File: src/hw/rtl/imm_pkg.sv
// ----------------------------------------------------------------------------
// imm_pkg
// Shared constants, codes and controller/datapath handshake types for the
// integer matrix multiply block.
// ----------------------------------------------------------------------------
package imm_pkg;

   // default sizing handed to the top level parameters
   localparam int MAX_DIM_DEF    = 16;
   localparam int ELEM_WIDTH_DEF = 8;

   // fixed field widths
   localparam int OP_W       = 2;
   localparam int SUM_W      = 32;
   localparam int IDX_OUT_W  = 4;
   localparam int DIM_REG_W  = 5;
   localparam int CSR_ADDR_W = 4;
   localparam int CSR_DATA_W = 32;

   // dimension register reset value
   localparam logic [DIM_REG_W-1:0] DIM_RESET = 5'd16;

   // request op codes
   localparam logic [OP_W-1:0] OP_LOAD_A = 2'd0;
   localparam logic [OP_W-1:0] OP_LOAD_B = 2'd1;
   localparam logic [OP_W-1:0] OP_READ   = 2'd2;

   // register indexes (byte address / 4)
   localparam logic [1:0] REG_ROWS_A    = 2'd0;
   localparam logic [1:0] REG_COLS_B    = 2'd1;
   localparam logic [1:0] REG_INNER_LEN = 2'd2;

   // commands from controller to datapath
   typedef struct packed {
      logic load_a;
      logic load_b;
      logic start_read;
      logic issue;
      logic load_out;
   } imm_cmd_type;

   // status from datapath to controller
   typedef struct packed {
      logic last_step;
   } imm_status_type;

endpackage

File: src/hw/rtl/imm_req_if.sv
// ----------------------------------------------------------------------------
// imm_req_if
// Request channel: load an A or B element, or ask for the next result.
// ----------------------------------------------------------------------------
interface imm_req_if import imm_pkg::*; #(
   parameter int ELEM_WIDTH = ELEM_WIDTH_DEF
) ();
   logic                         valid;
   logic                         ready;
   logic [OP_W-1:0]              op;
   logic signed [ELEM_WIDTH-1:0] value;

   modport source (output valid, output op, output value, input ready);
   modport sink   (input valid, input op, input value, output ready);
endinterface

File: src/hw/rtl/imm_rsp_if.sv
// ----------------------------------------------------------------------------
// imm_rsp_if
// Result channel: one element of the product matrix per transfer.
// ----------------------------------------------------------------------------
interface imm_rsp_if import imm_pkg::*; ();
   logic                    valid;
   logic                    ready;
   logic signed [SUM_W-1:0] sum;
   logic [IDX_OUT_W-1:0]    row_index;
   logic [IDX_OUT_W-1:0]    col_index;
   logic                    last;

   modport source (output valid, output sum, output row_index, output col_index,
                   output last, input ready);
   modport sink   (input valid, input sum, input row_index, input col_index,
                   input last, output ready);
endinterface

File: src/hw/rtl/imm_ram.sv
// ----------------------------------------------------------------------------
// imm_ram
// Generic single write port, single read port RAM with registered read data.
// ----------------------------------------------------------------------------
module imm_ram #(
   parameter int WIDTH = 8,
   parameter int DEPTH = 256,
   localparam int ADDR_W = $clog2(DEPTH)
) (
   input  logic              clock,
   input  logic              wr_en,
   input  logic [ADDR_W-1:0] wr_addr,
   input  logic [WIDTH-1:0]  wr_data,
   input  logic [ADDR_W-1:0] rd_addr,
   output logic [WIDTH-1:0]  rd_data
);

   logic [WIDTH-1:0] mem_ff [DEPTH];
   logic [WIDTH-1:0] rd_data_ff;

   // write port
   always_ff @(posedge clock) begin
      if (wr_en) begin
         mem_ff[wr_addr] <= wr_data;
      end
   end

   // registered read port
   always_ff @(posedge clock) begin
      rd_data_ff <= mem_ff[rd_addr];
   end

   assign rd_data = rd_data_ff;

endmodule

File: src/hw/rtl/imm_csr.sv
// ----------------------------------------------------------------------------
// imm_csr
// APB-style register file for the three matrix dimensions, with the
// dimensions clamped to the range 1 .. MAX_DIM for the datapath.
// ----------------------------------------------------------------------------
module imm_csr import imm_pkg::*; #(
   parameter int MAX_DIM = MAX_DIM_DEF,
   localparam int CNT_W = $clog2(MAX_DIM + 1)
) (
   input  logic                  clock,
   input  logic                  reset,
   input  logic                  psel,
   input  logic                  penable,
   input  logic                  pwrite,
   input  logic [CSR_ADDR_W-1:0] paddr,
   input  logic [CSR_DATA_W-1:0] pwdata,
   output logic [CSR_DATA_W-1:0] prdata,
   output logic                  pready,
   output logic [CNT_W-1:0]      dim_m,
   output logic [CNT_W-1:0]      dim_n,
   output logic [CNT_W-1:0]      dim_k
);

   localparam int CMP_W = (CNT_W > DIM_REG_W) ? CNT_W : DIM_REG_W;
   localparam logic [CMP_W-1:0] MAX_CMP = CMP_W'(MAX_DIM);

   logic [DIM_REG_W-1:0] rows_a_ff, rows_a_in;
   logic [DIM_REG_W-1:0] cols_b_ff, cols_b_in;
   logic [DIM_REG_W-1:0] inner_len_ff, inner_len_in;
   logic                 wr_en;
   logic [1:0]           reg_idx;

   // zero acts as one, anything above the maximum acts as the maximum
   function automatic logic [CNT_W-1:0] clamp_dim(input logic [DIM_REG_W-1:0] d);
      logic [CMP_W-1:0] dw;
      dw = CMP_W'(d);
      if (dw == '0) begin
         clamp_dim = CNT_W'(1);
      end else if (dw > MAX_CMP) begin
         clamp_dim = CNT_W'(MAX_DIM);
      end else begin
         clamp_dim = CNT_W'(dw);
      end
   endfunction

   assign pready  = 1'b1;
   assign wr_en   = psel && penable && pwrite;
   assign reg_idx = paddr[3:2];

   // register write decode
   always_comb begin
      rows_a_in    = rows_a_ff;
      cols_b_in    = cols_b_ff;
      inner_len_in = inner_len_ff;
      if (wr_en) begin
         unique case (reg_idx)
            REG_ROWS_A:    rows_a_in    = pwdata[DIM_REG_W-1:0];
            REG_COLS_B:    cols_b_in    = pwdata[DIM_REG_W-1:0];
            REG_INNER_LEN: inner_len_in = pwdata[DIM_REG_W-1:0];
            default: ;
         endcase
      end
   end

   always_ff @(posedge clock) begin
      if (reset) begin
         rows_a_ff    <= DIM_RESET;
         cols_b_ff    <= DIM_RESET;
         inner_len_ff <= DIM_RESET;
      end else begin
         rows_a_ff    <= rows_a_in;
         cols_b_ff    <= cols_b_in;
         inner_len_ff <= inner_len_in;
      end
   end

   // read back
   always_comb begin
      unique case (reg_idx)
         REG_ROWS_A:    prdata = CSR_DATA_W'(rows_a_ff);
         REG_COLS_B:    prdata = CSR_DATA_W'(cols_b_ff);
         REG_INNER_LEN: prdata = CSR_DATA_W'(inner_len_ff);
         default:       prdata = '0;
      endcase
   end

   assign dim_m = clamp_dim(rows_a_ff);
   assign dim_n = clamp_dim(cols_b_ff);
   assign dim_k = clamp_dim(inner_len_ff);

endmodule

File: src/hw/rtl/imm_ctrl.sv
// ----------------------------------------------------------------------------
// imm_ctrl
// Controller: request handshake, dot product sequencing and the result
// register valid flag.
// ----------------------------------------------------------------------------
module imm_ctrl import imm_pkg::*; (
   input  logic            clock,
   input  logic            reset,
   input  logic            req_valid,
   input  logic [OP_W-1:0] req_op,
   output logic            req_ready,
   output logic            rsp_valid,
   input  logic            rsp_ready,
   input  imm_status_type  status,
   output imm_cmd_type     cmd
);

   localparam logic [2:0] ST_IDLE      = 3'd0;
   localparam logic [2:0] ST_RUN       = 3'd1;
   localparam logic [2:0] ST_DRAIN_RD  = 3'd2;
   localparam logic [2:0] ST_DRAIN_MUL = 3'd3;
   localparam logic [2:0] ST_DONE      = 3'd4;

   logic [2:0] state_ff, state_in;
   logic       rsp_valid_ff, rsp_valid_in;
   logic       accept;
   logic       out_free;

   assign req_ready = (state_ff == ST_IDLE);
   assign accept    = req_valid && req_ready;
   assign out_free  = !rsp_valid_ff || rsp_ready;

   // commands
   assign cmd.load_a     = accept && (req_op == OP_LOAD_A);
   assign cmd.load_b     = accept && (req_op == OP_LOAD_B);
   assign cmd.start_read = accept && (req_op == OP_READ);
   assign cmd.issue      = (state_ff == ST_RUN);
   assign cmd.load_out   = (state_ff == ST_DONE) && out_free;

   // next state
   always_comb begin
      state_in = state_ff;
      unique case (state_ff)
         ST_IDLE:      if (cmd.start_read) state_in = ST_RUN;
         ST_RUN:       if (status.last_step) state_in = ST_DRAIN_RD;
         ST_DRAIN_RD:  state_in = ST_DRAIN_MUL;
         ST_DRAIN_MUL: state_in = ST_DONE;
         ST_DONE:      if (out_free) state_in = ST_IDLE;
         default:      state_in = ST_IDLE;
      endcase
   end

   // result register valid flag
   always_comb begin
      priority if (cmd.load_out) begin
         rsp_valid_in = 1'b1;
      end else if (rsp_ready) begin
         rsp_valid_in = 1'b0;
      end else begin
         rsp_valid_in = rsp_valid_ff;
      end
   end

   always_ff @(posedge clock) begin
      if (reset) begin
         state_ff     <= ST_IDLE;
         rsp_valid_ff <= 1'b0;
      end else begin
         state_ff     <= state_in;
         rsp_valid_ff <= rsp_valid_in;
      end
   end

   assign rsp_valid = rsp_valid_ff;

endmodule

File: src/hw/rtl/imm_dp.sv
// ----------------------------------------------------------------------------
// imm_dp
// Datapath: A and B element stores, load counters, result position, the
// read / multiply / accumulate pipeline and the result register.
// ----------------------------------------------------------------------------
module imm_dp import imm_pkg::*; #(
   parameter int MAX_DIM    = MAX_DIM_DEF,
   parameter int ELEM_WIDTH = ELEM_WIDTH_DEF,
   localparam int CNT_W = $clog2(MAX_DIM + 1)
) (
   input  logic                         clock,
   input  logic                         reset,
   input  imm_cmd_type                  cmd,
   output imm_status_type               status,
   input  logic [CNT_W-1:0]             dim_m,
   input  logic [CNT_W-1:0]             dim_n,
   input  logic [CNT_W-1:0]             dim_k,
   input  logic signed [ELEM_WIDTH-1:0] req_value,
   output logic signed [SUM_W-1:0]      rsp_sum,
   output logic [IDX_OUT_W-1:0]         rsp_row_index,
   output logic [IDX_OUT_W-1:0]         rsp_col_index,
   output logic                         rsp_last
);

   localparam int DEPTH  = MAX_DIM * MAX_DIM;
   localparam int ADDR_W = $clog2(DEPTH);
   localparam int SIZE_W = $clog2(DEPTH + 1);
   localparam int IDX_W  = $clog2(MAX_DIM);
   localparam int PROD_W = 2 * ELEM_WIDTH;

   // store sizes
   logic [2*CNT_W-1:0] a_size_full, b_size_full;
   logic [SIZE_W-1:0]  a_size, b_size;

   // load counters
   logic [SIZE_W-1:0] a_fill_ff, a_fill_in, a_pos, a_next;
   logic [SIZE_W-1:0] b_fill_ff, b_fill_in, b_pos, b_next;

   // result position
   logic [IDX_W-1:0] out_row_ff, out_row_in;
   logic [IDX_W-1:0] out_col_ff, out_col_in;
   logic [CNT_W-1:0] eff_row, eff_col, row_inc, col_inc;
   logic             pos_reset;

   // current read
   logic [ADDR_W-1:0]    a_addr_ff, a_addr_in;
   logic [ADDR_W-1:0]    b_addr_ff, b_addr_in;
   logic [IDX_W-1:0]     step_ff, step_in;
   logic [IDX_OUT_W-1:0] cur_row_ff, cur_col_ff;
   logic                 cur_last_ff;

   // pipeline
   logic [ELEM_WIDTH-1:0]    a_rd, b_rd;
   logic                     rd_v_ff, mul_v_ff;
   logic signed [PROD_W-1:0] prod_ff;
   logic signed [SUM_W-1:0]  acc_ff;

   // result register
   logic signed [SUM_W-1:0] sum_ff;
   logic [IDX_OUT_W-1:0]    row_out_ff, col_out_ff;
   logic                    last_out_ff;

   // element stores
   imm_ram #(.WIDTH(ELEM_WIDTH), .DEPTH(DEPTH)) u_a_ram (
      .clock   (clock),
      .wr_en   (cmd.load_a),
      .wr_addr (a_pos[ADDR_W-1:0]),
      .wr_data (req_value),
      .rd_addr (a_addr_ff),
      .rd_data (a_rd)
   );

   imm_ram #(.WIDTH(ELEM_WIDTH), .DEPTH(DEPTH)) u_b_ram (
      .clock   (clock),
      .wr_en   (cmd.load_b),
      .wr_addr (b_pos[ADDR_W-1:0]),
      .wr_data (req_value),
      .rd_addr (b_addr_ff),
      .rd_data (b_rd)
   );

   // matrix sizes in elements
   assign a_size_full = {{CNT_W{1'b0}}, dim_m} * {{CNT_W{1'b0}}, dim_k};
   assign b_size_full = {{CNT_W{1'b0}}, dim_k} * {{CNT_W{1'b0}}, dim_n};
   assign a_size      = a_size_full[SIZE_W-1:0];
   assign b_size      = b_size_full[SIZE_W-1:0];

   // load counters, restarting at zero when out of range and after the last element
   always_comb begin
      a_pos  = (a_fill_ff >= a_size) ? '0 : a_fill_ff;
      a_next = a_pos + SIZE_W'(1);
      b_pos  = (b_fill_ff >= b_size) ? '0 : b_fill_ff;
      b_next = b_pos + SIZE_W'(1);
      a_fill_in = a_fill_ff;
      b_fill_in = b_fill_ff;
      if (cmd.load_a) begin
         a_fill_in = (a_next >= a_size) ? '0 : a_next;
      end
      if (cmd.load_b) begin
         b_fill_in = (b_next >= b_size) ? '0 : b_next;
      end
   end

   // effective result position and the one after it
   always_comb begin
      pos_reset = (CNT_W'(out_row_ff) >= dim_m) || (CNT_W'(out_col_ff) >= dim_n);
      eff_row   = pos_reset ? '0 : CNT_W'(out_row_ff);
      eff_col   = pos_reset ? '0 : CNT_W'(out_col_ff);
      row_inc   = eff_row + CNT_W'(1);
      col_inc   = eff_col + CNT_W'(1);
      out_row_in = out_row_ff;
      out_col_in = out_col_ff;
      if (cmd.start_read) begin
         if (col_inc >= dim_n) begin
            out_col_in = '0;
            out_row_in = (row_inc >= dim_m) ? '0 : IDX_W'(row_inc);
         end else begin
            out_col_in = IDX_W'(col_inc);
            out_row_in = IDX_W'(eff_row);
         end
      end
   end

   // read address walk: along a row of A, down a column of B
   always_comb begin
      a_addr_in = a_addr_ff;
      b_addr_in = b_addr_ff;
      step_in   = step_ff;
      priority if (cmd.start_read) begin
         a_addr_in = ADDR_W'(eff_row) * ADDR_W'(dim_k);
         b_addr_in = ADDR_W'(eff_col);
         step_in   = '0;
      end else if (cmd.issue) begin
         a_addr_in = a_addr_ff + ADDR_W'(1);
         b_addr_in = b_addr_ff + ADDR_W'(dim_n);
         step_in   = step_ff + IDX_W'(1);
      end else begin
         a_addr_in = a_addr_ff;
      end
   end

   assign status.last_step = (CNT_W'(step_ff) == (dim_k - CNT_W'(1)));

   // control and counter registers
   always_ff @(posedge clock) begin
      if (reset) begin
         a_fill_ff  <= '0;
         b_fill_ff  <= '0;
         out_row_ff <= '0;
         out_col_ff <= '0;
         rd_v_ff    <= 1'b0;
         mul_v_ff   <= 1'b0;
      end else begin
         a_fill_ff  <= a_fill_in;
         b_fill_ff  <= b_fill_in;
         out_row_ff <= out_row_in;
         out_col_ff <= out_col_in;
         rd_v_ff    <= cmd.issue;
         mul_v_ff   <= rd_v_ff;
      end
   end

   // address walk and read tags
   always_ff @(posedge clock) begin
      a_addr_ff <= a_addr_in;
      b_addr_ff <= b_addr_in;
      step_ff   <= step_in;
      if (cmd.start_read) begin
         cur_row_ff  <= IDX_OUT_W'(eff_row);
         cur_col_ff  <= IDX_OUT_W'(eff_col);
         cur_last_ff <= (eff_row == dim_m - CNT_W'(1)) && (eff_col == dim_n - CNT_W'(1));
      end
   end

   // multiply stage
   always_ff @(posedge clock) begin
      if (rd_v_ff) begin
         prod_ff <= $signed(a_rd) * $signed(b_rd);
      end
   end

   // accumulate stage, wrapping at 32 bits
   always_ff @(posedge clock) begin
      if (cmd.start_read) begin
         acc_ff <= '0;
      end else if (mul_v_ff) begin
         acc_ff <= acc_ff + SUM_W'(prod_ff);
      end
   end

   // result register
   always_ff @(posedge clock) begin
      if (cmd.load_out) begin
         sum_ff      <= acc_ff;
         row_out_ff  <= cur_row_ff;
         col_out_ff  <= cur_col_ff;
         last_out_ff <= cur_last_ff;
      end
   end

   assign rsp_sum       = sum_ff;
   assign rsp_row_index = row_out_ff;
   assign rsp_col_index = col_out_ff;
   assign rsp_last      = last_out_ff;

endmodule

File: src/hw/rtl/int_matrix_multiply.sv
// ----------------------------------------------------------------------------
// int_matrix_multiply
// Signed integer matrix multiply C = A x B with 32-bit wrapping accumulation.
// ----------------------------------------------------------------------------
// Usage:
//  - req_bus carries op and value. op 0 loads the next element of A, op 1
//    the next element of B, both in row-major order; op 2 asks for the next
//    element of C in row-major order; op 3 is taken and ignored.
//  - rsp_bus returns one transfer per op 2: the wrapped dot product, its row
//    and column, and last on element (M-1, N-1).
//  - M, N and K are set through the APB port at byte addresses 0, 4 and 8;
//    the user must write them only while the block is idle (unchecked);
//    0 is 1, over MAX_DIM is MAX_DIM; writes move no load or read position.
//  - Loads may follow each other every cycle while no read is in progress.
//  - A read walks K products through one multiplier: the request is taken,
//    K store reads are issued, the read and multiply stages drain and the
//    result register is loaded, and only then is the next request taken.
//  - The result register holds the payload while rsp_bus.ready is low; the
//    block still takes loads, and a following read waits at its end.
//  - Synchronous reset sets M, N, K to 16 and clears all positions; the
//    element stores are not cleared and must be loaded before reads.
// ----------------------------------------------------------------------------
module int_matrix_multiply import imm_pkg::*; #(
   parameter int MAX_DIM    = MAX_DIM_DEF,
   parameter int ELEM_WIDTH = ELEM_WIDTH_DEF
) (
   input  logic                  clock,
   input  logic                  reset,
   imm_req_if.sink               req_bus,
   imm_rsp_if.source             rsp_bus,
   input  logic                  psel,
   input  logic                  penable,
   input  logic                  pwrite,
   input  logic [CSR_ADDR_W-1:0] paddr,
   input  logic [CSR_DATA_W-1:0] pwdata,
   output logic [CSR_DATA_W-1:0] prdata,
   output logic                  pready
);

   localparam int CNT_W = $clog2(MAX_DIM + 1);

   imm_cmd_type      cmd;
   imm_status_type   status;
   logic [CNT_W-1:0] dim_m, dim_n, dim_k;

   // dimension registers
   imm_csr #(.MAX_DIM(MAX_DIM)) u_csr (
      .clock   (clock),
      .reset   (reset),
      .psel    (psel),
      .penable (penable),
      .pwrite  (pwrite),
      .paddr   (paddr),
      .pwdata  (pwdata),
      .prdata  (prdata),
      .pready  (pready),
      .dim_m   (dim_m),
      .dim_n   (dim_n),
      .dim_k   (dim_k)
   );

   // controller
   imm_ctrl u_ctrl (
      .clock     (clock),
      .reset     (reset),
      .req_valid (req_bus.valid),
      .req_op    (req_bus.op),
      .req_ready (req_bus.ready),
      .rsp_valid (rsp_bus.valid),
      .rsp_ready (rsp_bus.ready),
      .status    (status),
      .cmd       (cmd)
   );

   // datapath
   imm_dp #(.MAX_DIM(MAX_DIM), .ELEM_WIDTH(ELEM_WIDTH)) u_dp (
      .clock         (clock),
      .reset         (reset),
      .cmd           (cmd),
      .status        (status),
      .dim_m         (dim_m),
      .dim_n         (dim_n),
      .dim_k         (dim_k),
      .req_value     (req_bus.value),
      .rsp_sum       (rsp_bus.sum),
      .rsp_row_index (rsp_bus.row_index),
      .rsp_col_index (rsp_bus.col_index),
      .rsp_last      (rsp_bus.last)
   );

`ifndef SYNTHESIS
   // a read transfer blocks the request side on the next cycle
   assert property (@(posedge clock) disable iff (reset)
      (req_bus.valid && req_bus.ready && (req_bus.op == OP_READ)) |=> !req_bus.ready)
      else $error("request taken while a read is in progress");

   // loads never raise a result
   assert property (@(posedge clock) disable iff (reset)
      (req_bus.valid && req_bus.ready && !rsp_bus.valid &&
       ((req_bus.op == OP_LOAD_A) || (req_bus.op == OP_LOAD_B))) |=> !rsp_bus.valid)
      else $error("result raised by a load");

   // at most one datapath command per cycle
   assert property (@(posedge clock) disable iff (reset) $onehot0(cmd))
      else $error("conflicting datapath commands");
`endif

endmodule
File: src/flat_wrapper.sv
// flat-port wrapper written by rule: the top's interface ports become plain ports
module int_matrix_multiply_flat import imm_pkg::*;
#(
   parameter int MAX_DIM    = MAX_DIM_DEF,
   parameter int ELEM_WIDTH = ELEM_WIDTH_DEF
)
  (clock, reset, psel, penable, pwrite, paddr, pwdata, prdata, pready, req_bus_valid, req_bus_op, req_bus_value, req_bus_ready, rsp_bus_valid, rsp_bus_sum, rsp_bus_row_index, rsp_bus_col_index, rsp_bus_last, rsp_bus_ready);
  imm_req_if #(.ELEM_WIDTH(ELEM_WIDTH)) req_bus_i ();
  imm_rsp_if rsp_bus_i ();
  input  logic clock;
  input  logic reset;
  input  logic psel;
  input  logic penable;
  input  logic pwrite;
  input  logic [CSR_ADDR_W-1:0] paddr;
  input  logic [CSR_DATA_W-1:0] pwdata;
  output logic [CSR_DATA_W-1:0] prdata;
  output logic pready;
  input wire logic [$bits(req_bus_i.valid)-1:0] req_bus_valid;
  input wire logic [$bits(req_bus_i.op)-1:0] req_bus_op;
  input wire logic [$bits(req_bus_i.value)-1:0] req_bus_value;
  output wire logic [$bits(req_bus_i.ready)-1:0] req_bus_ready;
  output wire logic [$bits(rsp_bus_i.valid)-1:0] rsp_bus_valid;
  output wire logic [$bits(rsp_bus_i.sum)-1:0] rsp_bus_sum;
  output wire logic [$bits(rsp_bus_i.row_index)-1:0] rsp_bus_row_index;
  output wire logic [$bits(rsp_bus_i.col_index)-1:0] rsp_bus_col_index;
  output wire logic [$bits(rsp_bus_i.last)-1:0] rsp_bus_last;
  input wire logic [$bits(rsp_bus_i.ready)-1:0] rsp_bus_ready;
  assign req_bus_i.valid = req_bus_valid;
  assign req_bus_i.op = req_bus_op;
  assign req_bus_i.value = req_bus_value;
  assign req_bus_ready = req_bus_i.ready;
  assign rsp_bus_valid = rsp_bus_i.valid;
  assign rsp_bus_sum = rsp_bus_i.sum;
  assign rsp_bus_row_index = rsp_bus_i.row_index;
  assign rsp_bus_col_index = rsp_bus_i.col_index;
  assign rsp_bus_last = rsp_bus_i.last;
  assign rsp_bus_i.ready = rsp_bus_ready;
  int_matrix_multiply #(.MAX_DIM(MAX_DIM), .ELEM_WIDTH(ELEM_WIDTH)) u_core (.clock(clock), .reset(reset), .req_bus(req_bus_i), .rsp_bus(rsp_bus_i), .psel(psel), .penable(penable), .pwrite(pwrite), .paddr(paddr), .pwdata(pwdata), .prdata(prdata), .pready(pready));
endmodule
File: config.mk
export PLATFORM = sky130hd
export DESIGN_NAME = int_matrix_multiply_flat
export DESIGN_NICKNAME = d
export VERILOG_FILES = /design/src/hw/rtl/imm_pkg.sv /design/src/hw/rtl/imm_req_if.sv /design/src/hw/rtl/imm_rsp_if.sv /design/src/hw/rtl/imm_ram.sv /design/src/hw/rtl/imm_csr.sv /design/src/hw/rtl/imm_ctrl.sv /design/src/hw/rtl/imm_dp.sv /design/src/hw/rtl/int_matrix_multiply.sv /design/src/flat_wrapper.sv
export SDC_FILE = /design/constraint.sdc
export NUM_CORES = 2
export LEC_CHECK = 0
export ABC_CLOCK_PERIOD_IN_PS = 10000
export BUFFER_PORTS_ARGS = -buffer_cell sky130_fd_sc_hd__buf_4
export CELL_PAD_IN_SITES_DETAIL_PLACEMENT = 1
export CELL_PAD_IN_SITES_GLOBAL_PLACEMENT = 2
export CORE_ASPECT_RATIO = 0.5
export CORE_UTILIZATION = 28
export CTS_CLUSTER_DIAMETER = 150
export DETAILED_ROUTE_END_ITERATION = 12
export PLACE_DENSITY = 0.55
export SYNTH_ARGS = -nofsm -noshare
export SYNTH_HDL_FRONTEND = slang
export SYNTH_HIERARCHICAL = 1
export SYNTH_SLANG_ARGS = --single-unit
File: constraint.sdc
create_clock -name clock -period 10 [get_ports clock]
set_clock_uncertainty 0.2 [all_clocks]
set_input_delay 0.5 -clock clock [delete_from_list [all_inputs] [get_ports clock]]
set_output_delay 0.5 -clock clock [all_outputs]
set_load 0.1 [all_outputs]
Yosys cells after proc, flatten, opt, wreduce, memory -nomap -nowiden
Memory sizes are Yosys's and may differ from the RTL's. A register that Yosys moved wholly into a read port is not among the register bits. Cells that the tools add are included. W data, S select, Z words.

Register bits after elaboration: 165. RAM bits: 4096. Word-level logic and storage cells: 119. Input port bits: 53. Bits in latches: 0. Memories kept: 2. Bits in read-only memories: 0.

Memories: u_core.u_dp.u_a_ram.mem_ff (depth 256, bits a word 8, read ports 1, clocked after Yosys merged registers in 1, wr ports 1, RTL line imm_ram.sv:18) `logic [WIDTH-1:0] mem_ff [DEPTH];`; u_core.u_dp.u_b_ram.mem_ff (depth 256, bits a word 8, read ports 1, clocked after Yosys merged registers in 1, wr ports 1, RTL line imm_ram.sv:18).

Reductions and logical operators: 23. Magnitude comparators: 11. Shift operators: 0. Divide/modulo/power cells: 0. Muxes and demuxes: 30. Bitwise operators: 0. Multipliers: 4. Add/sub/neg operators: 11. Equality and inequality tests: 14.

Operator list (number): $mux W5 (8); $ge A9 B9 Y1 (4); $mux W9 (4); $add A32 B16 Y32 (1); $mux W4 (5); $add A9 B1 Y9 const B (2); $mul A5 B5 Y9 (2); $mul A8 B8 Y16 (1); $mux W8 (2); $eq A4 B5 Y1 (3); $gt A5 B5 Y1 const B (3); $logic_not A5 Y1 (3); $pmux W3 S5 (1); $pmux W5 S3 (1); $sub A5 B1 Y5 const B (3); $add A4 B1 Y5 const B (2); $ge A4 B5 Y1 (2); $ge A5 B5 Y1 (2); $mux W3 (3); $add A8 B1 Y8 const B (1); $add A8 B5 Y8 (1); $logic_and A1 B1 Y1 (8); $mul A4 B5 Y8 (1); $eq A3 B2 Y1 const B (2); other kinds (15) (28).

Logic depth before layout (Yosys ltp)
Depth after elaboration: 10. Gate-level depth with buffers: 36. Gate-level depth less buffers: 34.

By module
The synthesis kept the hierarchy.

Modules (own cells, without submodules): imm_ram (cells an instance 3733, instances 2, area each 79556.3 um^2, sequential area each 61659.1 um^2); imm_dp (cells an instance 1373, instances 1, area each 13088.8 um^2, sequential area each 3713.6 um^2); imm_csr (cells an instance 125, instances 1, area each 1062.3 um^2, sequential area each 300.3 um^2); imm_ctrl (cells an instance 25, instances 1, area each 239.0 um^2, sequential area each 80.1 um^2).

Least setup slack after synthesis
OpenSTA, ideal clock, no wires.

Kind: register -> register. Start point: register u_core.u_csr.inner_len_ff[3]. End point: register u_core.u_dp.a_fill_ff[7]. Path buffers: 2. Setup time: 0.087 ns. Arrival time: 7.338 ns. Stages on the path, launching flop included: 33. Path slack: 2.375 ns. Data required time: 9.713 ns. Path through: dfxtp_1 nor2b_1 clkbuf_1 nand2_1 fa_1 fa_1 fa_1 inv_1 ha_1 a21oi_1 xor2_1 ha_1 a2111oi_0 o21ai_0 a21oi_1 o21a_1 maj3_1 clkbuf_1 and2_1 ha_1 nand3_1 xnor2_1 and2_1 ha_1 a21oi_1 o21a_1 o21ai_0 a21oi_1 a21boi_0 a221o_1 a22oi_4 nand3_1 o31ai_1.

Longest elaborated chain between the ends: 9. Elaborated cells on any way between the ends: 10. Those cells by class: 1 x add/sub; 1 x mul; 3 x order compare; 4 x mux; 1 x reduce/logical.

Ends and longest elaborated chain: start: declaration (RTL line imm_csr.sv:29) `logic [DIM_REG_W-1:0] inner_len_ff, inner_len_in;`; start signal: assignment (RTL line imm_csr.sv:73) `inner_len_ff <= inner_len_in;`; $gt A5 B5 Y1 (RTL line imm_csr.sv:39) `end else if (dw > MAX_CMP) begin`; $mux W5 (RTL line imm_csr.sv:39); $mux W5 * (RTL line imm_csr.sv:37) `if (dw == '0) begin`; named net u_core.dim_k[3] (RTL line int_matrix_multiply.sv:44) `logic [CNT_W-1:0] dim_m, dim_n, dim_k;`; $mul A5 B5 Y9 * (RTL line imm_dp.sv:83) `assign a_size_full = {{CNT_W{1'b0}}, dim_m} * {{CNT_W{1'b0}}, dim_k};`; $ge A9 B9 Y1 * (RTL line imm_dp.sv:90) `a_pos = (a_fill_ff >= a_size) ? '0 : a_fill_ff;`; $mux W9 * (RTL line imm_dp.sv:90); named net u_core.u_dp.a_pos[1] (RTL line imm_dp.sv:36) `logic [SIZE_W-1:0] a_fill_ff, a_fill_in, a_pos, a_next;`; $add A9 B1 Y9 * (RTL line imm_dp.sv:91) `a_next = a_pos + SIZE_W'(1);`; $ge A9 B9 Y1 (RTL line imm_dp.sv:97) `a_fill_in = (a_next >= a_size) ? '0 : a_next;`; $mux W9 * (RTL line imm_dp.sv:97); end signal: assignment (RTL line imm_dp.sv:154) `a_fill_ff <= a_fill_in;`; end: declaration (RTL line imm_dp.sv:36).

The timed path passes the listed nets; every way through them passes the cells marked *. A chain may end at the register's enable or synchronous reset.

Final worst setup path
Start point: register u_core.u_csr.rows_a_ff[4]. End point: memory u_core.u_dp.u_a_ram.mem_ff[217][6], enable pin.

Longest elaborated chain between the ends: 6. Elaborated cells on any way between the ends: 7. Those cells by class: 1 x mul; 2 x order compare; 3 x mux; 1 x reduce/logical.

Ends and longest elaborated chain: start: declaration (RTL line imm_csr.sv:27) `logic [DIM_REG_W-1:0] rows_a_ff, rows_a_in;`; start signal: assignment (RTL line imm_csr.sv:71) `rows_a_ff <= rows_a_in;`; $gt A5 B5 Y1 (RTL line imm_csr.sv:39); $mux W5 (RTL line imm_csr.sv:39); $mux W5 * (RTL line imm_csr.sv:37); named net u_core.dim_m[2] (RTL line int_matrix_multiply.sv:44); $mul A5 B5 Y9 * (RTL line imm_dp.sv:83); $ge A9 B9 Y1 * (RTL line imm_dp.sv:90); $mux W9 * (RTL line imm_dp.sv:90); named net u_core.u_dp.a_pos[3] (RTL line imm_dp.sv:36); end: declaration (RTL line imm_ram.sv:18).

Marks and branches as above.

==> flow_summary.toml <==
[outcome]
status = "complete, but fails checks"
violations = "DRC"

[clock_tree]
clk_pin_slew_ns = 0.06
postCtsSetupBuffers = 0
cts_tree = "done"
cts-buffers-inserted = 415
cts_hold_buf = 27
clock_latency_ns = 1.07
post_cts_resized = 0
cts.sinks = 4277
h-tree-depth = 5
cts_root_buffer = "clkbuf_16"
clk_path_buf_depth = 4

[floorplanning]
start_util = 0.281
die_area_sq_mm = 0.623
die_x_mm = 1.12
io_pins = 129
fp.coreArea_sq_mm = 0.617
row_count = 204
fp.dieH_um = 559

[synthesis]
async_flop_share = 0
synth_ff_type = "edfxtp_1"
synth_area_sq_mm = 0.174
ys_ff_latch = 4277
yosysWarnings = 6
synth.avg_cell_area_sq_um = 19.3
ys_top_cells_by_count = "edfxtp_1, mux4_2, nor2_1"
syn_inst = 8989
synth_edf_count = 4175
synth_top_area_share = 0.723
ys_top_cells_by_area = "edfxtp_1, mux4_2, mux2i_1"
ys_types = 97
seq_area_frac_synth = 0.734
yosysMostFrequentCell = "edfxtp_1"
synth_top_area_cell = "edfxtp_1"

[final_layout]
drive_above_1_share = 0.202
layout.nets = 9581
syn_to_final_growth_pct = 14.0
fin_cells = 17900

[sta]
min_period_ns = 9.16
fmax_mhz = 109
hold_viol_final = 0
setup_viol = 0
finalCritPeriodShare = 0.916
slew-limit-headroom = 0.0405
rsz0062_at_grt = "false"
tightest_slew_ns = 1.44
tns_ns = 0
slew_violations = 0

[pwr]
p_total_mw = 41.6
ir_drop_mv = 0.350
powerDensity_mw_per_mm2 = 210
power.leakage_nw = 61.5

[route]
route.met2.wl_mm = 241
routed_wl_mm = 502
drc = 46
viasPerCell = 4.92
met1_length_mm = 226
post_drt_wl_per_cell_um = 28.1
antenna_left = 0
highest_layer = "met5"
drtIter0Drc = 7675
route.met3.wl_mm = 23.9
drt-pass1-iter-count = 10
vias = 87900

[global_routing]
overflow = 0
grt_pass1_vias = 92400
antenna_found_initial = 40
grt_pass1_wl_mm = 710
grtUsageTotal = 0.157
grt_max_degree = 162

[placement]
place_hpwl_mm = 308
port_buffers = 71
gp_congestion = 0.788
dp_cells = 17100

[worst_hold_path]
min_path_type = "in2reg"

[setup_path]
cp_data_required_time_ns = 10.42
end_kind = "register"
critPathLaunchType = "register"
cp_max_fo = 13
critical_path_arrival_ns = 9.58
crit_type = "reg2reg"

[job]
cap_viol_max_count = 0
==> routing by layer <==
| layer | vias up | global-route usage |
|---|---|---|
| met5 | - | 0 |
| met4 | 2 | 0.0343 |
| met3 | 574 | 0.0206 |
| met2 | 1985 | 0.262 |
| met1 | 48200 | 0.220 |
| li1 | 37200 | - |
==> worst paths after layout <==
check | from | endpoint | slack [ns] | cells after the start
max reg2reg | u_core/u_csr/rows_a_ff[4]$_SDFFE_PP1P_ | u_core/u_dp/u_a_ram/mem_ff[217][6]$_DFFE_PP_ | 0.84 | 21
min reg2reg | u_core/u_dp/cur_row_ff[1]$_DFFE_PP_ | u_core/u_dp/rsp_row_index[1]$_DFFE_PP_ | 0.22 | 0
max | u_core/u_csr/rows_a_ff[4]$_SDFFE_PP1P_ | u_core/u_dp/u_a_ram/mem_ff[217][6]$_DFFE_PP_ | 0.84 | 21
min | reset | u_core/u_dp/out_col_ff[1]$_SDFFE_PP0P_ | 0.12 | 3
==> per-stage QoR <==
step	util	setup slack (ns)	cell area [sq um]	hold WS, ns
6_report	0.320	0.841	198000	0.116
5_1_grt	0.320	0.280	198000	0.0718
4_1_cts	0.320	0.747	198000	0.00152
3_5_place_dp	0.298	0.836	184000	0.208
3_3_place_gp	0.298	0.836	184000	0.208
2_1_floorplan	-	2.37	174000	0.200
==> where the power goes <==
part / internal [mW] / switching (mW)
Combinational: 2.14 / 3.37
Sequential: 20.0 / 0.186
Clock: 8.91 / 7.05
==> cells in the final DEF, fill, tap and decap left out, types with 23 or more instances in the layout <==
master / count
edfxtp_1: 4175
mux4_2: 908
nor2_1: 663
clkbuf_16: 418
buf_4: 328
mux2i_1: 306
a21oi_1: 278
a22oi_1: 270
ha_1: 166
nand2_1: 161
inv_1: 128
dfxtp_1: 101
and2_1: 99
clkbuf_1: 98
nand3_1: 94
o221ai_1: 92
clkinv_1: 82
nor2b_1: 82
fa_1: 79
clkinv_2: 75
o21ai_0: 74
nand2b_1: 74
xnor2_1: 71
nor3_1: 61
o22ai_1: 57
bufinv_16: 46
a211oi_1: 42
nor4_1: 41
nand4_1: 32
xor2_1: 31
a21o_1: 29
o211ai_1: 29
conb_1: 28
dlygate4sd3_1: 27
buf_12: 26
a221oi_1: 26
a22o_1: 23
==> cell families (layout without fill, tap and decap cells) <==
kind of cell | count (synthesis) | in the layout | synth area share
DFF | 4277 | 4277 | 0.734
and+or+nand+nor | 1427 | 1427 | 0.0392
muxes | 1223 | 1223 | 0.136
AOI/OAI and AO/OA | 1039 | 1039 | 0.0416
buffers and inverters | 670 | 1279 | 0.0219
adders and majority gates | 246 | 246 | 0.0211
xor gates and xnor gates | 105 | 105 | 0.00543
other | 2 | 35 | 0.0000433
==> worst max-delay path, stage by stage (launching register included) <==
cell       delay, ns
dfxtp_1         0.47
nor2b_1         0.43
nand2_1         0.12
fa_1            0.50
fa_1            0.52
fa_1            0.56
inv_1           0.05
ha_1            0.35
a21oi_1         0.18
xor2_1          0.25
ha_1            0.29
a2111oi_0       0.41
o21ai_0         0.28
a21oi_1         0.26
o21a_1          0.22
maj3_1          0.42
buf_4           0.22
and2_1          0.36
nor2b_1         0.57
nand3_2         0.85
buf_4           0.45
nor2_1          0.74
==> cell type report <==
type / count / area (sq um)
Timing Repair Buffer: 389 / 3370
Clock inverter: 241 / 2650
Antenna cell: 7 / 17.5
Tap cell: 8240 / 10300
Clock buffer: 517 / 10800
Inverter: 132 / 495
Multi-Input combinational cell: 4068 / 42600
Sequential cell: 4277 / 127000
Fill cell: 61900 / 420000
==> flip-flops by register name (all words and copies together), names as in the netlist, 5 cells and up <==
signal / cells
u_core/u_dp/u_a_ram/mem_ff: 2048
u_core/u_dp/a_addr_ff: 8
u_core/u_dp/acc_ff: 32
u_core/u_dp/u_b_ram/mem_ff: 2048
u_core/u_dp/prod_ff: 16
u_core/u_csr/rows_a_ff: 5
u_core/u_dp/u_b_ram/rd_data: 8
u_core/u_csr/cols_b_ff: 5
u_core/u_dp/b_addr_ff: 8
u_core/u_dp/rsp_sum: 32
u_core/u_dp/a_fill_ff: 9
u_core/u_dp/b_fill_ff: 9
u_core/u_dp/u_a_ram/rd_data: 8
u_core/u_csr/inner_len_ff: 5
Power figures use the tool's default switching activity.
